--- config.mk ---
export PLATFORM = sky130hd
export DESIGN_NAME = npd_ctrl
export DESIGN_NICKNAME = d
export VERILOG_FILES = /design/src/rtl/core/node_pool_with_depth_lists_top_defines.svh /design/src/rtl/core/npd_pkg.sv /design/src/rtl/core/npd_ctrl.sv
export SDC_FILE = /design/constraint.sdc
export NUM_CORES = 1
export LEC_CHECK = 0
export ABC_AREA = 0
export BUFFER_PORTS_ARGS = -buffer_cell sky130_fd_sc_hd__buf_4
export CORE_AREA = 2 2 39 41
export DETAILED_ROUTE_END_ITERATION = 16
export DIE_AREA = 0 0 41 43
export GPL_TIMING_DRIVEN = 1
export HOLD_SLACK_MARGIN = 0.06
export PLACE_DENSITY_LB_ADDON = 0.12
export SLEW_MARGIN = 20
export SYNTH_ARGS = -nofsm -noshare
export SYNTH_HDL_FRONTEND = slang
export SYNTH_SLANG_ARGS = --single-unit
--- constraint.sdc ---
create_clock -name clk -period 1.1 [get_ports clk]
set_clock_uncertainty 0.15 [all_clocks]
set_input_delay 0.165 -clock clk [delete_from_list [all_inputs] [get_ports clk]]
set_output_delay 0.165 -clock clk [all_outputs]
set_load 0.02 [all_outputs]
--- src/rtl/core/node_pool_with_depth_lists_top_defines.svh ---
// Assertion macros used by the node pool top level.
`ifndef NODE_POOL_WITH_DEPTH_LISTS_TOP_DEFINES_SVH
`define NODE_POOL_WITH_DEPTH_LISTS_TOP_DEFINES_SVH

`ifndef ASSERT_OFF
// Same-cycle implication, checked at every rising edge outside reset.
`define NPD_ASSERT_NOW(label, ante, cons) \
    label: assert property (@(posedge clk) disable iff (!rst_n) (ante) |-> (cons)) \
        else $error("node pool same-cycle check failed");
// Next-cycle implication, checked at every rising edge outside reset.
`define NPD_ASSERT_NEXT(label, ante, cons) \
    label: assert property (@(posedge clk) disable iff (!rst_n) (ante) |=> (cons)) \
        else $error("node pool next-cycle check failed");
`else
`define NPD_ASSERT_NOW(label, ante, cons)
`define NPD_ASSERT_NEXT(label, ante, cons)
`endif

`endif

--- src/rtl/core/npd_pkg.sv ---
// Package with shared constants, codes and handshake types of the node pool.
package npd_pkg;

    // Default pool geometry.
    localparam int NPD_POOL_SLOTS = 256;
    localparam int NPD_LEVELS     = 10;

    // Request codes.
    localparam logic OP_ALLOC   = 1'b0;
    localparam logic OP_RELEASE = 1'b1;

    // Result status codes.
    localparam logic [1:0] ST_OK    = 2'd0;
    localparam logic [1:0] ST_EMPTY = 2'd1;
    localparam logic [1:0] ST_DEPTH = 2'd2;

    // Commands from the controller to the datapath.
    typedef struct packed {
        logic load;
        logic exec;
        logic link;
    } npd_cmd_t;

    // Status from the datapath to the controller.
    typedef struct packed {
        logic need_link;
    } npd_sts_t;

endpackage

--- src/rtl/core/npd_ctrl.sv ---
// Controller state machine that sequences one request through the datapath.
module npd_ctrl (
    input  logic              clk,
    input  logic              rst_n,
    input  logic              in_valid,
    output logic              in_stall,
    output logic              out_valid,
    input  logic              out_stall,
    output npd_pkg::npd_cmd_t cmd,
    input  npd_pkg::npd_sts_t sts
);
    import npd_pkg::*;

    localparam logic [1:0] S_IDLE = 2'd0;
    localparam logic [1:0] S_EXEC = 2'd1;
    localparam logic [1:0] S_LINK = 2'd2;

    logic [1:0] state_reg;
    logic [1:0] state_next;
    logic       out_valid_reg;
    logic       out_valid_next;
    logic       go;

    // The result slot is free when empty or being taken this cycle.
    assign go = !out_valid_reg || !out_stall;

    // Next state and command decode.
    always_comb
    begin
        state_next = state_reg;
        cmd        = '0;
        unique case (state_reg)
            S_IDLE:
            begin
                cmd.load = in_valid;
                if (in_valid)
                begin
                    state_next = S_EXEC;
                end
            end
            S_EXEC:
            begin
                cmd.exec = go;
                if (go)
                begin
                    state_next = sts.need_link ? S_LINK : S_IDLE;
                end
            end
            S_LINK:
            begin
                cmd.link   = 1'b1;
                state_next = S_IDLE;
            end
            default:
            begin
                state_next = S_IDLE;
            end
        endcase
    end

    // Output valid is set when a result is loaded and cleared when it is taken.
    always_comb
    begin
        out_valid_next = out_valid_reg;
        if (cmd.exec)
        begin
            out_valid_next = 1'b1;
        end
        else if (out_valid_reg && !out_stall)
        begin
            out_valid_next = 1'b0;
        end
    end

    // Control registers.
    always_ff @(posedge clk or negedge rst_n)
    begin
        if (!rst_n)
        begin
            state_reg     <= S_IDLE;
            out_valid_reg <= 1'b0;
        end
        else
        begin
            state_reg     <= state_next;
            out_valid_reg <= out_valid_next;
        end
    end

    assign in_stall  = (state_reg != S_IDLE);
    assign out_valid = out_valid_reg;

endmodule

Yosys cells after proc, flatten, opt, wreduce, memory -nomap -nowiden
Cells that the tools add are included.

word-level totals
  memory bits (writable) = 0
  register bits = 3
  bits in read-only memories = 0
  output and inout port bits = 5
  latch bits = 0
  input port bits = 5
  memories = 0

operators by class
  divide/modulo/power cells = 0
  reduce and logical (&&, ||, !) cells = 8
  add/subtract/negate cells = 0
  multiplexer cells = 9
  $mul = 0
  bitwise gates (word level) = 0
  equality and inequality tests = 4
  order comparisons = 0
  shift operators = 0

operators with widths
  kind                  number
  $mux W2               3
  $mux W1               5
  $ne A2 B2 Y1 const B  2
  $pmux W2 S2           1
  $reduce_bool A2 Y1    2
  $eq A2 B1 Y1 const B  1
  $eq A2 B2 Y1 const B  1
  $logic_not A1 Y1      2
  $logic_not A2 Y1      1
  $reduce_and A2 Y1     1
  $logic_and A1 B1 Y1   1
  $logic_or A1 B1 Y1    1

Longest topological paths before layout
Gate-level depths: netlist (run 1).

  depth in word-level cells = 4
  gate-level depth with buffers = 3

Worst setup path before layout (run 1)
No wires, ideal clock.

  path kind = flip-flop to flip-flop
  start = reg state_reg[1]
  end = reg state_reg[0]
  clock period less this slack = 1151 ps
  data required time = 872 ps
  arrival time = 923 ps
  cell stages (with the launch flop) = 3
  slack = -51 ps
  cells stage by stage = dfrtp_1 nor3b_2 o21bai_1

between the ends
  word-level cells in the longest chain between the ends = 3

RTL lines
  what                                                     line            RTL
  start, declared                                          npd_ctrl.sv:18  logic [1:0] state_reg;
  start signal, assigned                                   npd_ctrl.sv:85  state_reg <= state_next;
  $eq A2 B1 Y1 / $logic_not A2 Y1 (equally long branches)  npd_ctrl.sv:32  unique case (state_reg)
  $ne A2 B2 Y1 (no source line)                            n/a
  $reduce_and A2 Y1 (no source line)                       n/a

Parallel ways exist; a longest one is shown, timed or not.
A chain may end at the register's enable or synchronous reset.

==> results of run 1 <==
-- power by group through the flow --
stage,Sequential [W],Clock [W],Combinational [W]
global placement,0.000191,0,0.000297
detailed placement,0.000196,0,0.000294
finish,0.000196,0.000192,0.000367
floorplan,0.000206,0,0.000152
CTS,0.000195,0.000207,0.000340
global route,0.000202,0.000226,0.000391
-- routing by layer --
layer	global-route usage, %	up-vias	part of all wire, %
li1	-	75	-
met1	6.45	68	39
met2	7.50	3	55
met3	1.57	0	5.3
met4	6.00	0	0
met5	0	-	0
-- cell families after synthesis --
family,share of synthesized area [%]
AND/OR/NAND/NOR,33.9
flip-flops,52.2
AO/OA/AOI/OAI,8.69
buffers and inverters,5.22
-- per-stage QoR --
stage	cell area (µm²)	util [%]	instances	hold WS, ns	setup TNS [ns]
after floorplan	161	-	13	-0.281	-0.0214
after global placement	256	18.5	39	-0.194	-0.119
after detailed placement	256	18.5	39	-0.194	-0.185
after CTS	309	22.3	45	0.0409	-1.26
after global routing	325	23.5	45	0.0787	-1.35
final	325	23.5	45	0.0941	-1.05
-- path summary, 6_finish.rpt --
| path | start | to | slack [ns] | depth (start not counted) |
|---|---|---|---|---|
| worst max-delay path | state_reg[1]$_DFFE_PN0P_ | cmd[1] | -0.27 | 3 |
| worst min-delay path | out_stall | out_valid$_DFFE_PN0P_ | 0.09 | 3 |
| worst max register to register | state_reg[0]$_DFFE_PN0P_ | state_reg[0]$_DFFE_PN0P_ | -0.01 | 3 |
| worst min register to register | out_valid$_DFFE_PN0P_ | out_valid$_DFFE_PN0P_ | 0.48 | 2 |
| max in group asynchronous | rst_n | state_reg[0]$_DFFE_PN0P_ | 0.59 | 2 |
| min in group asynchronous | rst_n | out_valid$_DFFE_PN0P_ | 0.11 | 2 |
-- layout make-up --
class                      instances  area share [%]
clock buffer                       4            8.08
timing repair buffer              13            34.2
sequential                         3            23.8
tap                               16            6.15
multi-input combinational          9            27.7
-- cell usage in the layout (no fill, tap or decap) --
cell and instances:
dlygate4sd3_1 1, clkbuf_4 3, o21bai_4 1, and4b_1 1
a21oi_2 1, nor2b_1 1, dfrtp_2 2, dfrtp_1 1
or2_1 1, nand2_1 2, buf_4 9, nand2b_4 1
clkbuf_1 1, buf_6 3, nor3b_4 1
-- timing repair --
item,in CTS,in global routing
setup endpoints to repair,6,6
pin swaps,1,1
setup buffers,1,1
hold buffers,1,0
resized for setup,3,3
hold endpoints to repair,4,0
-- cell usage after synthesis (all sizes together) --
master / number / share of area (%)
and4b: 1 / 7.0
nand2: 2 / 5.2
o21bai: 1 / 5.2
nor3b: 1 / 8.7
dfrtp: 3 / 52
nor2b: 1 / 4.4
buf: 1 / 5.2
or2: 1 / 4.4
a21oi: 1 / 3.5
nand2b: 1 / 4.4
-- critical path, cell delays in order, from the launching register on --
cell and delay [ns]:
dfrtp_2 0.43, nand2b_4 0.16, a21oi_2 0.09, buf_4 0.14
==> metrics.txt, run 1 <==
CP max FO 5; share of layout cells above drive strength 1 72.4%; fmax 732 MHz; area grow syn2layout 126%; # fillers 156; worst skew pair latency between 0.2 and 0.25 ns; Final Max Tran Viols 0; Relative slew margins approximately nine tenths; Crit Path Class reg2out; Cell Area, Synth ~140 µm²; failing checks setup timing; Worst Hold Class in2reg; Post-Syn Nets 18; final worst slack -0.267 ns; Clock Sinks 3; GRT Resource Usage Total 5.63%; cell row count 14; FF+latch area 77.6 µm²; largest net degree at the start of global routing 6; via count about 150; final setup violation count 6; vias in the first global route 156; IO Pins 10; syn avg cell area ~11 µm²; CTS Buffer Depth 2; total chip power about 0.00075 W; Root Buffer clkbuf_4; Max VDD drop between 0.6 and 0.7 mV; gr ovfl total 0; Die W about 41 µm; wirelength, routed roughly 400 µm; CTS tree done; #FFs+latches synth 3; Synth Instances 13; Req. time, crit path 0.78 ns; Seq/Total Area, Yosys 52.2%; Yosys cell types 10; minimum clock period between 1 and 1.5 ns; max reg flops 2; Switching Share a little over a third; Internal Power 0.000492 W; Remaining DRCs 0; pwr dens 2320 nW/µm²; die area around 1800 µm²; layout net count 35; final hold vios 0; Comb pwr share around half; Via density 3.24; chip height between 40 and 50 µm; Period Utilization, post-route 124%; clock group share of total power about 25%; max cap viols 0; TritonRoute pass-1 iters 1; setup slack at placement -0.0586 ns; Leakage roughly 0.15 nW; Ant. Diodes 0; RePlAce Congestion ~0.57; register share of total power about a quarter; initial antenna violation count 0; Setup crit end kind output pin; global-route wire length before repair about 630 µm; P_sw 0.000263 W; YS warnings 0; status finished, violations left; slew at the pin closest to its max-slew limit 0.169 ns; Inserted Clock Buffers 3; startpoint types flop; unrepaired setup endpoints after global routing yes; Crit path arrival time around 1.1 ns; Clock transition at path regs ~0.04 ns; core area 1380 µm²; CTS H-Tree Depth 1; PortBufs 9; Wirelength per Cell about 8.9 µm; remaining antenna violation count 0; Starting Density slightly above 10%; Multi-input gate area roughly 90 µm²; drt initial violations 0
(Power assumes the default switching activity.)
==> inputs of run 2 (changes only) <==
Settings changed: PLACE_DENSITY_LB_ADDON 0.12 to default.
==> run 2 against run 1 <==
The flow still finishes with violations (setup timing); critical path type unchanged; wire length increased by 6.8%; hold slack lost 0.041 ns; sequential power barely moved; critical path depth did not move; first-iteration DRC count did not move; global-route usage increased by 0.61 points; flip-flop and latch count is the same; register-to-register slack about the same; via count increased by 10%; final cell count unchanged; clock power grew 3%; die area unchanged.
==> metrics.txt, run 2 (synthesized netlist as in run 1, its figures left out) <==
status finished, violations left (unchanged); failing checks setup timing (unchanged); die area 1760 µm² (unchanged); wirelength, routed 426 µm (was 399 µm); Final Non-Filler Cells 45 (unchanged); GRT Resource Usage Total 6.24% (was 5.63%); CP max FO 5 (unchanged); most common cell after layout, fill and taps aside buf_4 (unchanged); P_sw 0.000260 W (was 0.000263 W); Via density 3.58 (was 3.24); global-route wire length before repair 655 µm (was 627 µm); initial antenna violation count 0 (unchanged); unrepaired setup endpoints after global routing yes (unchanged); TritonRoute pass-1 iters 1 (unchanged); r2r worst-path depth 3 (unchanged); Die W 41 µm (unchanged); worst skew pair latency 0.24 ns (was 0.23 ns); startpoint types flop (unchanged); final worst slack -0.283 ns (was -0.267 ns); reg2reg start state_reg[0]$_DFFE_PN0P_ (unchanged); Wirelength per Cell 9.47 µm (was 8.87 µm); Period Utilization, post-route 126% (was 124%); fmax 723 MHz (was 732 MHz); slew at the pin closest to its max-slew limit 0.172 ns (was 0.169 ns); total chip power 0.000738 W (was 0.000754 W); via count 161 (was 146); vias in the first global route 156 (unchanged); Starting Density 10.4% (unchanged); pwr dens 2350 nW/µm² (was 2320 nW/µm²); remaining antenna violation count 0 (unchanged); final hold vios 0 (unchanged); Crit path arrival time 1.07 ns (was 1.05 ns); PortBufs 9 (unchanged); crit path from state_reg[1]$_DFFE_PN0P_ (unchanged); final setup violation count 6 (unchanged); Placed Cells 38 (was 39); Clock transition at path regs 0.04 ns (about the same); Internal Power 0.000479 W (was 0.000492 W); Remaining DRCs 0 (unchanged); Req. time, crit path 0.78 ns (about the same); Final Max Tran Viols 0 (unchanged); Crit Path Class reg2out (unchanged); Switching Share 35.2% (was 34.8%); drt initial violations 0 (unchanged); Clock Sinks 3 (unchanged); Inserted Clock Buffers 3 (unchanged); register share of total power 26.9% (was 25.9%); Root Buffer clkbuf_4 (unchanged); minimum clock period 1.38 ns (was 1.37 ns); CTS Buffer Depth 2 (unchanged); cell row count 14 (unchanged); Comb pwr share 46.2% (was 48.7%); share of layout cells above drive strength 1 69.0% (was 72.4%); layout net count 35 (unchanged); most frequent cells in the layout buf_4, clkbuf_4, buf_6, nand2_1, dfrtp_2 (unchanged); max cap viols 0 (unchanged); gr ovfl total 0 (unchanged); largest net degree at the start of global routing 6 (unchanged); area grow syn2layout 118% (was 126%); clock group share of total power 26.8% (was 25.4%); Critical Path End cmd[1] (unchanged); max reg flops 2 (unchanged); Worst Hold Class in2reg (unchanged); RePlAce Congestion 0.578 (was 0.569); chip height 43 µm (unchanged); Ant. Diodes 0 (unchanged); IO Pins 10 (unchanged); Setup crit end kind output pin (unchanged); Worst R2R End state_reg[0]$_DFFE_PN0P_ (unchanged); core area 1380 µm² (unchanged); CTS H-Tree Depth 1 (unchanged); Relative slew margins 88.5% (was 88.7%); Leakage 0.149 nW (was 0.152 nW); # fillers 154 (was 156); Max VDD drop 0.919 mV (was 0.651 mV); R2R setup slack -0.01 ns (about the same); Final HPWL DP roughly 270 µm; CTS tree done (unchanged)
[run 2: changes by cell type in the layout (fill, tap and decap cells not counted)]
| cell | change |
|---|---|
| o21bai_1 | +1 |
| o21bai_4 | -1 |
[run 2: cell type report]
| cell class | count | area, µm² | share of cell area [%] |
|---|---|---|---|
| timing repair buffer | 13 | 111 | 35.5 |
| multi-input combinational | 9 | 78.8 | 25.1 |
| sequential | 3 | 77.6 | 24.7 |
| clock buffer | 4 | 26.3 | 8.37 |
| tap | 16 | 20.0 | 6.37 |
[run 2: what timing repair did]
action                                 4_1_cts  5_1_grt
buffers inserted                             2        0
endpoints found under the hold margin        4        0
setup endpoints to repair                    5        6
pin swaps                                    1        1
hold buffers                                 1        0
gates resized for setup                      5        0
[run 2: power groups by stage]
stage | Clock (W) | Sequential [W] | Combinational (W)
after global placement | 0 | 0.000194 | 0.000274
after floorplan | 0 | 0.000206 | 0.000152
after CTS | 0.000204 | 0.000198 | 0.000346
final | 0.000198 | 0.000199 | 0.000341
after global routing | 0.000214 | 0.000205 | 0.000369
after detailed placement | 0 | 0.000195 | 0.000277
[run 2: worst max-delay path: stages (launching register included)]
cell and delay (ns):
dfrtp_2 0.44, nand2b_4 0.16, a21oi_2 0.09, buf_4 0.14
[run 2: how the worst min path moves through the flow]
stage / startpoint / endpoint / slack [ns] / depth (start not counted)
final: out_stall / out_valid$_DFFE_PN0P_ / 0.05 / 3
after global routing: sts / state_reg[1]$_DFFE_PN0P_ / 0.07 / 2
after CTS: out_stall / out_valid$_DFFE_PN0P_ / 0.05 / 3
after detailed placement: rst_n / out_valid$_DFFE_PN0P_ / -0.19 / 1
after global placement: rst_n / out_valid$_DFFE_PN0P_ / -0.19 / 1
after floorplan: rst_n / out_valid$_DFFE_PN0P_ / -0.28 / 0
[run 2: through the flow]
stage	hold slack, ns	area (µm²)	util (%)	TNS [ns]	setup WS (ns)
floorplan	-0.281	161	-	-0.0214	-0.0154
global placement	-0.193	249	18.0	-0.135	-0.0544
detailed placement	-0.190	249	18.0	-0.147	-0.0576
CTS	0.0495	314	22.7	-1.19	-0.289
global route	0.0737	314	22.7	-1.36	-0.328
finish	0.0527	314	22.7	-1.12	-0.283
[run 2: routing by layer]
layer	track usage [%]	routed length, µm	share of wire (%)	vias up
li1	-	-	-	74
met1	7.44	206	48	75
met2	6.56	153	36	12
met3	7.85	66	15	0
met4	2.00	0	0	0
met5	0	0	0	-
==> inputs of run 3 (changes only) <==
Settings changed: PLACE_DENSITY_LB_ADDON from default to 0.05.
==> run 3 against run 2 <==
The run still ends with setup timing left; power rose by 3.1%; final area grew 5.6%; core utilization increased by 1.3 points; worst setup slack about the same; largest power group unchanged; maximum frequency is essentially flat; die area stayed put; clock power is essentially flat; via count up 0.62%; flip-flop and latch count unchanged; critical path depth unchanged; sequential share of layout area shrank 1.3 points; register-to-register slack worse by 0.07 ns.
==> metrics.txt, run 3 (synthesized netlist as in run 1, its figures left out) <==
FF+latch area 77.6 µm² (unchanged); Via density 3.45 (was 3.58); CTS Hold Buffers Added 2 (was 1); global-route wire length before repair 724 µm (was 655 µm); pwr dens 2300 nW/µm² (was 2350 nW/µm²); failing checks setup timing (unchanged); Period Utilization, post-route 126% (about the same); chip height 43 µm (unchanged); grt peak-use layer met1 (was met3); die area 1760 µm² (unchanged); Wirelength per Cell 9.11 µm (was 9.47 µm); area grow syn2layout 130% (was 118%); Max VDD drop 0.842 mV (was 0.919 mV); wirelength, routed 428 µm (was 426 µm); Root Buffer clkbuf_4 (unchanged); CTS tree done (unchanged); max cap viols 0 (unchanged); Remaining DRCs 0 (unchanged); r2r worst-path depth 4 (was 3); worst hold path depth 3 (unchanged); layout net count 37 (was 35); initial antenna violation count 0 (unchanged); Critical-path top delay cell dfrtp_2 (unchanged); CP max FO 5 (unchanged); startpoint types flop (unchanged); Final Max Tran Viols 0 (unchanged); Setup crit end kind output pin (unchanged); vias in the first global route 169 (was 156); PortBufs 9 (unchanged); Starting Density 10.4% (unchanged); IO Pins 10 (unchanged); final worst slack -0.283 ns (about the same); gr ovfl total 0 (unchanged); most common cell after layout, fill and taps aside buf_4 (unchanged); Crit path arrival time 1.07 ns (about the same); Multi-input gate area 78.8 µm² (unchanged); Relative slew margins 88.9% (was 88.5%); final setup violation count 7 (was 6); core area 1380 µm² (unchanged); worst skew pair latency 0.24 ns (about the same); fmax 723 MHz (about the same); CTS Buffer Depth 2 (unchanged); max reg flops 2 (unchanged); drt initial violations 1 (was 0); Crit Path Class reg2out (unchanged); Leakage 0.158 nW (was 0.149 nW); Worst Hold Class in2reg (unchanged); total chip power 0.000761 W (was 0.000738 W); # fillers 157 (was 154); via count 162 (was 161); TritonRoute pass-1 iters 2 (was 1); minimum clock period 1.38 ns (about the same); status finished, violations left (unchanged); Crit path largest cell delay 0.43 ns (was 0.44 ns); slew at the pin closest to its max-slew limit 0.167 ns (was 0.172 ns); cell row count 14 (unchanged); RePlAce Congestion 0.665 (was 0.578); largest net degree at the start of global routing 6 (unchanged); Die W 41 µm (unchanged); fin util 24.0% (was 22.7%); M3 GR Usage 7.85% (unchanged); most frequent cells in the layout buf_4, clkbuf_4, buf_6 (was buf_4, clkbuf_4, buf_6, nand2_1, dfrtp_2); final hold vios 0 (unchanged); remaining antenna violation count 0 (unchanged); Clock Sinks 3 (unchanged); CP bufs+invs 1 (unchanged); GRT Resource Usage Total 7.04% (was 6.24%); CP Cell Sequence nand2b_4 > a21oi_2 > buf_4 (unchanged); Req. time, crit path 0.78 ns (about the same); CP top delay family flip-flops (unchanged); total stage count of the critical path 3 (unchanged); Ant. Diodes 0 (unchanged); Inserted Clock Buffers 3 (unchanged); CTS H-Tree Depth 1 (unchanged); routing usage on met1 8.71% (was 7.44%); Clock transition at path regs 0.04 ns (about the same); share of layout cells above drive strength 1 67.7% (was 69.0%); unrepaired setup endpoints after global routing yes (unchanged); met2 Usage GRT 6.88% (was 6.56%)
run 3: cell count changes in the layout (fill, tap and decap cells not counted), sizes merged:
cell	change
buf	+1
dlygate4sd3	+1
run 3: final cells by class:
cell class              instances  share of cell area, %
multi-input cells               9                   23.8
well taps                      16                   6.04
flip-flops and latches          3                   23.4
clock buffers                   4                   7.92
repair buffers                 15                   38.9
run 3: path summary, 6_finish.rpt:
kind / from / endpoint / slack, ns
worst max-delay path: state_reg[1]$_DFFE_PN0P_ / cmd[1] / -0.28
worst min-delay path: out_stall / out_valid$_DFFE_PN0P_ / 0.04
worst max register to register: state_reg[1]$_DFFE_PN0P_ / state_reg[0]$_DFFE_PN0P_ / -0.08
worst min register to register: out_valid$_DFFE_PN0P_ / out_valid$_DFFE_PN0P_ / 0.42
max in group asynchronous: rst_n / state_reg[1]$_DFFE_PN0P_ / 0.59
min in group asynchronous: rst_n / state_reg[0]$_DFFE_PN0P_ / 0.10
run 3: worst register-to-register path, delay by kind of cell (launching register included):
kind / cells / cell delay (ns)
AOI/OAI and AO/OA: 1 / 0.11
buffers and inverters: 2 / 0.25
DFF: 1 / 0.43
and+or+nand+nor: 1 / 0.16
run 3: metrics by stage:
stage                     setup TNS, ns  std cells  setup WS, ns  instance area (µm²)  hold WS [ns]
after floorplan                 -0.0214         13       -0.0154                  161        -0.281
after global placement           -0.167         38       -0.0565                  249        -0.193
after detailed placement         -0.185         38       -0.0684                  249        -0.195
after CTS                         -1.11         45        -0.303                  317        0.0355
after global routing              -1.58         47        -0.347                  332        0.0489
final                             -1.21         47        -0.283                  332        0.0386
run 3: routing by layer:
metal	wire length, µm	up-vias	part of all wire, %
met4	0	0	0
li1	-	79	-
met2	194	10	45
met1	178	73	42
met3	55	0	13
met5	0	-	0
run 3: power breakdown:
part / total (W) / switching [W] / internal (W)
registers: 0.000197 / 0.0000498 / 0.000147
clock network: 0.000201 / 0.0000648 / 0.000136
logic: 0.000363 / 0.000151 / 0.000212
run 3: timing repair:
item                                    CTS  global route
endpoints found under the hold margin     5             1
endpoints found under the setup margin    6             6
resized for setup                         5             0
setup buffers                             1             2
cloned                                    0             0
pin swaps                                 0             1
